$ cat src/hdl/mbtp_pkg.sv
// Shared constants, types and helper functions for the moving bar test pattern.
// No dependencies; every other file in hdl/ imports this package.
`timescale 1ns / 1ps

package mbtp_pkg;

  // Sizing
  localparam int NUMBER_BITS = 16;    // frame number bits shown in the top band, power of two
  localparam int MAX_DIM     = 4096;  // largest frame width or height

  // Fixed field widths
  localparam int CFG_W       = 13;
  localparam int CFG_IDX_W   = 1;
  localparam int KIND_W      = 2;
  localparam int COL_W       = 12;
  localparam int LINE_W      = 12;
  localparam int FRAME_W     = 32;
  localparam int SAMPLE_W    = 8;

  // Derived widths
  localparam int POS_W       = $clog2(MAX_DIM);
  localparam int DIM_W       = POS_W + 1;
  localparam int EXT_W       = (CFG_W > DIM_W) ? CFG_W : DIM_W;
  localparam int CMP_A       = (LINE_W + 1 > COL_W) ? LINE_W + 1 : COL_W;
  localparam int CMP_W       = (CMP_A > DIM_W) ? CMP_A : DIM_W;
  localparam int NB_LOG2     = $clog2(NUMBER_BITS);
  localparam int BLK_W       = (NB_LOG2 > 0) ? NB_LOG2 : 1;

  // Pattern geometry
  localparam int PPF_LOG2    = 2;   // bars move 4 pixels per frame
  localparam int BAR_LOG2    = 3;   // 8 bars
  localparam int BAND_LOG2   = 3;   // number band is the top eighth
  localparam int MIN_DIM     = 64;
  localparam int MAX_EVEN    = (MAX_DIM / 2) * 2;

  // Remainder pipeline: (4*n + column) mod width, then 3 quotient bits of 8*pos/width
  localparam int D_W         = FRAME_W + PPF_LOG2 + 1;
  localparam int DIV_STEPS   = D_W + BAR_LOG2;
  localparam int SPS         = 7;   // restoring steps per stage
  localparam int MOD_STAGES  = (DIV_STEPS + SPS - 1) / SPS;
  localparam int PIPE_DEPTH  = MOD_STAGES + 2;

  // Register indexes
  localparam logic [CFG_IDX_W-1:0] REG_FRAME_WIDTH  = 1'd0;
  localparam logic [CFG_IDX_W-1:0] REG_FRAME_HEIGHT = 1'd1;

  // Plane codes
  localparam logic [KIND_W-1:0] KIND_LUMA = 2'd0;
  localparam logic [KIND_W-1:0] KIND_CB   = 2'd1;
  localparam logic [KIND_W-1:0] KIND_CR   = 2'd2;

  // Levels
  localparam logic [SAMPLE_W-1:0] WHITE_LEVEL    = 8'd235;
  localparam logic [SAMPLE_W-1:0] BLACK_LEVEL    = 8'd16;
  localparam logic [SAMPLE_W-1:0] NEUTRAL_CHROMA = 8'd128;
  localparam logic [SAMPLE_W-1:0] NO_SAMPLE      = 8'd0;

  localparam logic [SAMPLE_W-1:0] BAR_Y  [8] = '{8'd180, 8'd168, 8'd145, 8'd133,
                                                 8'd63,  8'd51,  8'd28,  8'd16};
  localparam logic [SAMPLE_W-1:0] BAR_CB [8] = '{8'd128, 8'd44,  8'd147, 8'd63,
                                                 8'd193, 8'd109, 8'd212, 8'd128};
  localparam logic [SAMPLE_W-1:0] BAR_CR [8] = '{8'd128, 8'd136, 8'd44,  8'd52,
                                                 8'd204, 8'd212, 8'd120, 8'd128};

  // Side data that rides along the remainder pipeline
  typedef struct packed {
    logic [KIND_W-1:0]   kind;
    logic                use_level;
    logic [SAMPLE_W-1:0] level;
  } mbtp_side_t;

  // Clear the low bit, then clamp to [64, MAX_DIM rounded down to even]
  function automatic logic [DIM_W-1:0] eff_dim(input logic [CFG_W-1:0] v);
    logic [EXT_W-1:0] e;
    e = EXT_W'(v) & ~EXT_W'(1);
    if (e > EXT_W'(MAX_EVEN)) e = EXT_W'(MAX_EVEN);
    if (e < EXT_W'(MIN_DIM)) e = EXT_W'(MIN_DIM);
    return DIM_W'(e);
  endfunction

  function automatic logic [SAMPLE_W-1:0] bar_sample(input logic [BAR_LOG2-1:0] idx,
                                                     input logic [KIND_W-1:0] kind);
    logic [SAMPLE_W-1:0] s;
    case (kind)
      KIND_LUMA: s = BAR_Y[idx];
      KIND_CB:   s = BAR_CB[idx];
      KIND_CR:   s = BAR_CR[idx];
      default:   s = NO_SAMPLE;
    endcase
    return s;
  endfunction

endpackage

$ cat src/hdl/mbtp_bar_div.sv
// Pipelined restoring remainder unit: bar position modulo frame width, then bar index.
// Depends on mbtp_pkg.
`timescale 1ns / 1ps

module mbtp_bar_div
  import mbtp_pkg::*;
(
  input  logic                clk,
  input  logic                rst,
  input  logic                in_valid,
  output logic                in_ready,
  input  logic [D_W-1:0]      dividend,
  input  mbtp_side_t          side_in,
  input  logic [DIM_W-1:0]    width,
  output logic                out_valid,
  input  logic                out_ready,
  output logic [BAR_LOG2-1:0] bar_idx,
  output mbtp_side_t          side_out
);

  logic [MOD_STAGES-1:0] valid;
  logic [MOD_STAGES-1:0] en;

  logic [POS_W-1:0]    rem      [MOD_STAGES];
  logic [D_W-1:0]      dvd      [MOD_STAGES];
  logic [BAR_LOG2-1:0] idx      [MOD_STAGES];
  mbtp_side_t          side     [MOD_STAGES];

  logic [POS_W-1:0]    rem_in   [MOD_STAGES];
  logic [D_W-1:0]      dvd_in   [MOD_STAGES];
  logic [BAR_LOG2-1:0] idx_in   [MOD_STAGES];
  mbtp_side_t          side_in_s[MOD_STAGES];

  logic [POS_W-1:0]    rem_next [MOD_STAGES];
  logic [D_W-1:0]      dvd_next [MOD_STAGES];
  logic [BAR_LOG2-1:0] idx_next [MOD_STAGES];

  // A stage loads when it is empty or its content moves on
  always_comb begin
    en[MOD_STAGES-1] = !valid[MOD_STAGES-1] || out_ready;
    for (int k = MOD_STAGES - 2; k >= 0; k--) begin
      en[k] = !valid[k] || en[k+1];
    end
  end

  assign in_ready = en[0];

  always_comb begin
    rem_in[0]    = '0;
    dvd_in[0]    = dividend;
    idx_in[0]    = '0;
    side_in_s[0] = side_in;
    for (int g = 1; g < MOD_STAGES; g++) begin
      rem_in[g]    = rem[g-1];
      dvd_in[g]    = dvd[g-1];
      idx_in[g]    = idx[g-1];
      side_in_s[g] = side[g-1];
    end
  end

  // SPS restoring steps per stage; dividend bits first, then quotient bits of 8*pos/width
  always_comb begin
    logic [POS_W:0]      t;
    logic                ge;
    logic [POS_W-1:0]    r;
    logic [D_W-1:0]      d;
    logic [BAR_LOG2-1:0] q;
    t  = '0;
    ge = 1'b0;
    for (int g = 0; g < MOD_STAGES; g++) begin
      r = rem_in[g];
      d = dvd_in[g];
      q = idx_in[g];
      for (int j = 0; j < SPS; j++) begin
        if (g * SPS + j < DIV_STEPS) begin
          t  = {r, d[D_W-1]};
          d  = d << 1;
          ge = (t >= width);
          r  = ge ? POS_W'(t - width) : POS_W'(t);
          if (g * SPS + j >= D_W) q = BAR_LOG2'({q, ge});
        end
      end
      rem_next[g] = r;
      dvd_next[g] = d;
      idx_next[g] = q;
    end
  end

  always_ff @(posedge clk) begin
    if (rst) begin
      valid <= '0;
    end else begin
      if (en[0]) valid[0] <= in_valid;
      for (int k = 1; k < MOD_STAGES; k++) begin
        if (en[k]) valid[k] <= valid[k-1];
      end
    end
  end

  always_ff @(posedge clk) begin
    for (int k = 0; k < MOD_STAGES; k++) begin
      if (en[k]) begin
        rem[k]  <= rem_next[k];
        dvd[k]  <= dvd_next[k];
        idx[k]  <= idx_next[k];
        side[k] <= side_in_s[k];
      end
    end
  end

  assign out_valid = valid[MOD_STAGES-1];
  assign bar_idx   = idx[MOD_STAGES-1];
  assign side_out  = side[MOD_STAGES-1];

endmodule

$ cat src/hdl/moving_bar_test_pattern.sv
// Top level of the moving bar test pattern: request capture, top-band logic, output register.
// Depends on mbtp_pkg and mbtp_bar_div.
//
//   channel   direction  handshake                   payload
//   pixel     in         pixel_valid / pixel_ready   kind, col, line, frame_number
//   sample    out        sample_valid / sample_ready sample
//   cfg       in         cfg_write (no wait)         cfg_index, cfg_data
//
// One request enters per clock when nothing stalls. The pipeline depth, PIPE_DEPTH, is set
// by the remainder pipeline: 38 restoring steps, seven per stage, over six stages, plus
// the request register and the output register.
// Reset clears all valid bits and loads frame_width 1280, frame_height 720.
// A stall at the output fills bubbles first, then holds every stage in place.
`timescale 1ns / 1ps

module moving_bar_test_pattern
  import mbtp_pkg::*;
(
  input  logic                 clk,
  input  logic                 rst,
  // configuration
  input  logic                 cfg_write,
  input  logic [CFG_IDX_W-1:0] cfg_index,
  input  logic [CFG_W-1:0]     cfg_data,
  // requests
  input  logic                 pixel_valid,
  output logic                 pixel_ready,
  input  logic [KIND_W-1:0]    kind,
  input  logic [COL_W-1:0]     col,
  input  logic [LINE_W-1:0]    line,
  input  logic [FRAME_W-1:0]   frame_number,
  // results
  output logic                 sample_valid,
  input  logic                 sample_ready,
  output logic [SAMPLE_W-1:0]  sample
);

  localparam logic [DIM_W-1:0] W_RESET    = eff_dim(CFG_W'(1280));
  localparam logic [DIM_W-1:0] BW_RESET   = W_RESET >> NB_LOG2;
  localparam logic [DIM_W-1:0] BAND_RESET = eff_dim(CFG_W'(720)) >> BAND_LOG2;
  localparam logic [BLK_W-1:0] NB_TOP     = BLK_W'(NUMBER_BITS - 1);

  // Effective sizes, stored already clamped so the datapath never sees raw values
  logic [DIM_W-1:0] width;       // bar wrap width
  logic [DIM_W-1:0] blk_width;   // width of one number block
  logic [DIM_W-1:0] band;        // number band height in luma lines

  always_ff @(posedge clk) begin
    if (rst) begin
      width     <= W_RESET;
      blk_width <= BW_RESET;
      band      <= BAND_RESET;
    end else if (cfg_write) begin
      case (cfg_index)
        REG_FRAME_WIDTH: begin
          width     <= eff_dim(cfg_data);
          blk_width <= eff_dim(cfg_data) >> NB_LOG2;
        end
        REG_FRAME_HEIGHT: begin
          band <= eff_dim(cfg_data) >> BAND_LOG2;
        end
        default: ;
      endcase
    end
  end

  // ---------------------------------------------------------------------------
  // Stage 1: request register
  // ---------------------------------------------------------------------------
  logic               req_valid;
  logic [KIND_W-1:0]  req_kind;
  logic [COL_W-1:0]   req_col;
  logic [LINE_W-1:0]  req_line;
  logic [FRAME_W-1:0] req_frame;
  logic               req_en;
  logic               div_in_ready;

  // Take a new request whenever the register is empty or hands its request on
  assign req_en      = !req_valid || div_in_ready;
  assign pixel_ready = req_en;

  always_ff @(posedge clk) begin
    if (rst) begin
      req_valid <= 1'b0;
    end else if (req_en) begin
      req_valid <= pixel_valid;
    end
  end

  always_ff @(posedge clk) begin
    if (req_en && pixel_valid) begin
      req_kind  <= kind;
      req_col   <= col;
      req_line  <= line;
      req_frame <= frame_number;
    end
  end

  // ---------------------------------------------------------------------------
  // Work on the registered request: dividend for the bar position, band test,
  // and the frame number block that a luma pixel in the band falls into.
  // ---------------------------------------------------------------------------
  logic                   is_luma;
  logic                   is_chroma;
  logic [D_W-1:0]         dividend;
  logic [CMP_W-1:0]       luma_line;
  logic                   in_band;
  logic [CMP_W-1:0]       blk_rem;
  logic [CMP_W-1:0]       blk_step;
  logic [BLK_W-1:0]       blk;
  logic                   blk_in_range;
  logic [NUMBER_BITS-1:0] shown_bits;
  logic [SAMPLE_W-1:0]    luma_level;
  mbtp_side_t             side_req;

  assign is_luma   = (req_kind == KIND_LUMA);
  assign is_chroma = (req_kind == KIND_CB) || (req_kind == KIND_CR);

  // Chroma columns map to luma column 2*col; the shift 4*n is folded into one dividend
  assign dividend = (D_W'(req_frame) << PPF_LOG2) +
                    (is_luma ? D_W'(req_col) : D_W'({req_col, 1'b0}));

  assign luma_line = is_luma ? CMP_W'(req_line) : CMP_W'({req_line, 1'b0});
  assign in_band   = luma_line < CMP_W'(band);

  // Block index: a short restoring divide of the column by the block width
  assign blk_in_range = CMP_W'(req_col) < (CMP_W'(blk_width) << NB_LOG2);

  always_comb begin
    blk_rem  = CMP_W'(req_col);
    blk_step = '0;
    blk      = '0;
    for (int k = NB_LOG2 - 1; k >= 0; k--) begin
      blk_step = CMP_W'(blk_width) << k;
      if (blk_rem >= blk_step) begin
        blk_rem = blk_rem - blk_step;
        blk     = BLK_W'({blk, 1'b1});
      end else begin
        blk     = BLK_W'({blk, 1'b0});
      end
    end
  end

  // Most significant bit goes in the leftmost block; past the last block is black
  assign shown_bits = req_frame[NUMBER_BITS-1:0];
  assign luma_level = (blk_in_range && shown_bits[NB_TOP - blk]) ? WHITE_LEVEL : BLACK_LEVEL;

  always_comb begin
    side_req.kind = req_kind;
    if (is_luma) begin
      side_req.use_level = in_band;
      side_req.level     = luma_level;
    end else if (is_chroma) begin
      side_req.use_level = in_band;
      side_req.level     = NEUTRAL_CHROMA;
    end else begin
      // unused plane code: a fixed zero sample
      side_req.use_level = 1'b1;
      side_req.level     = NO_SAMPLE;
    end
  end

  // ---------------------------------------------------------------------------
  // Stages 2..7: bar position modulo width and bar index
  // ---------------------------------------------------------------------------
  logic                div_valid;
  logic                div_ready;
  logic [BAR_LOG2-1:0] bar_idx;
  mbtp_side_t          side_div;

  mbtp_bar_div u_bar_div (
    .clk       (clk),
    .rst       (rst),
    .in_valid  (req_valid),
    .in_ready  (div_in_ready),
    .dividend  (dividend),
    .side_in   (side_req),
    .width     (width),
    .out_valid (div_valid),
    .out_ready (div_ready),
    .bar_idx   (bar_idx),
    .side_out  (side_div)
  );

  // ---------------------------------------------------------------------------
  // Stage 8: color lookup into the output register
  // ---------------------------------------------------------------------------
  logic                out_en;
  logic [SAMPLE_W-1:0] sample_next;

  // Load when empty or when the held sample is taken this cycle
  assign out_en    = !sample_valid || sample_ready;
  assign div_ready = out_en;

  assign sample_next = side_div.use_level ? side_div.level : bar_sample(bar_idx, side_div.kind);

  always_ff @(posedge clk) begin
    if (rst) begin
      sample_valid <= 1'b0;
    end else if (out_en) begin
      sample_valid <= div_valid;
    end
  end

  always_ff @(posedge clk) begin
    if (out_en && div_valid) begin
      sample <= sample_next;
    end
  end

endmodule

$ cat config.mk
export PLATFORM = sky130hd
export DESIGN_NAME = moving_bar_test_pattern
export DESIGN_NICKNAME = d
export VERILOG_FILES = /design/src/hdl/mbtp_pkg.sv /design/src/hdl/mbtp_bar_div.sv /design/src/hdl/moving_bar_test_pattern.sv
export SDC_FILE = /design/constraint.sdc
export NUM_CORES = 2
export LEC_CHECK = 0
export BUFFER_PORTS_ARGS = -buffer_cell sky130_fd_sc_hd__buf_2
export CORE_MARGIN = 5
export CORE_UTILIZATION = 41
export CTS_BUF_LIST = sky130_fd_sc_hd__clkbuf_4 sky130_fd_sc_hd__clkbuf_8 sky130_fd_sc_hd__clkbuf_16
export CTS_CLUSTER_SIZE = 25
export DETAILED_ROUTE_END_ITERATION = 12
export PLACE_DENSITY_LB_ADDON = 0.1
export SETUP_SLACK_MARGIN = 0.4
export SLEW_MARGIN = 20
export SYNTH_ARGS = -nofsm -noshare
export SYNTH_HDL_FRONTEND = slang
export SYNTH_SLANG_ARGS = --single-unit
$ cat constraint.sdc
create_clock -name clk -period 27.3 [get_ports clk]
set_input_delay 4.095 -clock clk [delete_from_list [all_inputs] [get_ports clk]]
set_output_delay 4.095 -clock clk [all_outputs]
set_load 0.1 [all_outputs]
==> metrics.cfg <==
[timing]
setup_viol_count_final = 0
fin_worst_skew_ns = 0.02883
period_share_pct = 76.14
min_period_ns = 20.79
slew_headroom_pct = 30.16
hold_ws_ns = 0.4180
finalSetupTns_ns = 0
max_slew.worst_pin.slew_ns = 1.046
drv_slew = 0
fmax_ghz = 0.04811
hold_violations = 0
grt_setup_unrepaired = no

[cts]
postCtsResizedCells = 0
post_cts_buffers = 0
cts-hold-fix-buffers = 0
numCtsBuffers = 34
cts_tree = built
cts.sinks = 265
clock-root-buffer = clkbuf_16
cts_buffer_depth = 3
clk_latency_ns = 0.55
clkSlewWorstSetupHoldPaths_ns = 0.06
cts.htree.levels = 2

[final_layout]
antenna_cells = 0
final_cells = 5057
final_common_cell = ha_1
most-common-layout-cells = ha_1, inv_1, a21oi_1, nor2_1, o21ai_0
fin_nets = 4598
nFillCells = 8219
synthToLayoutAreaGrowth_pct = 9.099
seq_area_um2 = 7660
drive_gt1_share_pct = 11.01
multi_input_area_um2 = 24700

[floorplanning]
fp.dieW_um = 297.1
core_um2 = 81980
die_area_um2 = 88280
std_cell_rows = 105
initial_core_util_pct = 41.23
die_h_um = 297.1
io_pins = 87

[placement]
dp_hpwl_um = 72220
gp_congestion = 0.8675
port_buffers = 85
dp_cells = 4998

[grt]
use_met3_pct = 1.795
antenna_found_initial = 0
track_usage_pct = 20.19
grt_first_pass_wirelength_um = 145900
grt-ovfl-total = 0
grtUsageMet2_pct = 32.89
grtUsageMet1_pct = 29.66
grt.busiest_layer = met2
grt_pass1_vias = 26530
grt_max_degree = 59

[setup_path]
slowest_delay_ns = 0.71
path_buf_inv = 5
reg2reg_from = req_kind[1]
endpoint_kind = flop
reg2reg_depth = 81
slowest_stage = o31ai_1
crit_arrival_ns = 21.14
r2r-end = u_bar_div.rem[0][7]
critical_path_required_ns = 27.66
crit_top_cell = o21ai_0
start_kind = flop
reg2reg_setup_slack_ns = 6.51
cp_top_family = compound AO/OA/AOI/OAI gates
worstPathMaxFanout = 22
worstSetupPathType = reg -> reg

[logic_synthesis]
synth_seq_cells = 265
synth_cells = 3871
synth_top_area_share_pct = 20.88
yosys_warnings = 0
ys_types = 82
asyncSetResetFlopFracSynth_pct = 0
syn_area_per_cell_um2 = 8.732
synth_nets = 4505
ys.flop_type = edfxtp_1
synth.cell_area_um2 = 33800
yosysTopAreaCell = edfxtp_1
synth_edf_count = 235
synth_seq_area_share_pct = 22.65
synth_top_cells_by_area = edfxtp_1, ha_1, mux2_2, xnor2_1, a21oi_1

[detailed_routing]
ant_nets = 0
drcViolationCount = 0
drt_iter0_markers = 1456
drt-vias-per-instance = 5.526
vias = 27950
first_pass_iters = 5
wl_per_cell_um = 18.40
routed_wl_um = 93040

[min_path]
hp-start = u_bar_div.side[4][6]
hold_end = u_bar_div.side[5][6]
holdPathStages = 0
min_path_type = reg -> reg

[run_status]
status = complete, no violations

[flow_run]
drv_cap = 0

-- final cells by class --
type | instances | share of cell area, %
clock inverter | 21 | 0.7397
multi-input combinational | 3212 | 66.99
timing repair buffer | 132 | 2.178
sequential | 265 | 20.77
tap | 1070 | 3.630
inverter | 319 | 3.254
clock buffer | 38 | 2.436
-- Yosys cell counts (56+ instances only) --
master,instances
a21o_1,140
a21oi_1,296
clkbuf_1,64
edfxtp_1,235
ha_1,517
inv_1,318
mux2_2,202
nand2_1,235
nand2b_1,58
nand3_1,84
nand4_1,87
nor2_1,263
nor2b_1,87
nor3_1,63
o21a_1,56
o21ai_0,243
xnor2_1,193
xor2_1,93
-- cell families (layout without fill, tap and decap cells) --
kind of cell               count (synthesis)  in the layout  share of synthesized area (%)
DFF                                      265            265                          22.65
xor gates and xnor gates                 286            286                          7.411
and+or+nand+nor                         1045           1045                          15.45
AOI/OAI and AO/OA                       1064           1064                          20.09
adders and majority gates                557            557                          21.51
buffers and inverters                    394            510                          4.412
muxes                                    260            260                          8.469
-- how the worst max path moves through the flow --
stage                                 endpoint  depth (start not counted)         from
after detailed placement   u_bar_div.rem[0][7]                         80  req_kind[1]
after floorplan           u_bar_div.rem[4][10]                         80     width[2]
after global routing       u_bar_div.rem[0][7]                         81  req_kind[1]
after global placement     u_bar_div.rem[0][7]                         79  req_kind[0]
final                      u_bar_div.rem[0][7]                         81  req_kind[1]
after CTS                  u_bar_div.rem[0][7]                         80  req_kind[1]
-- worst register-to-register path: cells and delay by family, from the launching register on --
kind | cells | cell delay, ns
multiplexers | 3 | 1.21
adder cells (fa/ha/maj) | 10 | 3.13
flip-flops | 1 | 0.39
AND/OR/NAND/NOR | 17 | 4.07
buffers and inverters | 5 | 0.76
AO/OA/AOI/OAI | 46 | 11.04
-- sequential cells by signal, summed over array words and instances, names as in the netlist, 3 cells and up --
signal	count
u_bar_div.dvd	70
u_bar_div.side	36
req_frame	32
band	10
width	3
u_bar_div.valid	6
u_bar_div.rem	60
req_line	12
sample	8
u_bar_div.idx	3
blk_step	9
req_col	12
-- layer usage --
| metal | share of wire [%] | wire length [um] |
|---|---|---|
| met1 | 51 | 47110 |
| met5 | 0 | 0 |
| met2 | 45 | 41590 |
| met3 | 3.2 | 2972 |
| met4 | 1.5 | 1370 |
-- through the flow --
step | instance area (um2) | setup WS (ns) | utilization, %
detailed placement | 35710 | 6.851 | 43.55
finish | 36880 | 6.513 | 44.98
global route | 36880 | 5.034 | 44.98
global placement | 35710 | 6.816 | 43.55
floorplan | 33800 | 8.553 | -
CTS | 36880 | 6.752 | 44.98
Power is left out: the tool's default activity adds up to more than one toggle a clock period on the data nets, which glitch-free logic cannot reach.
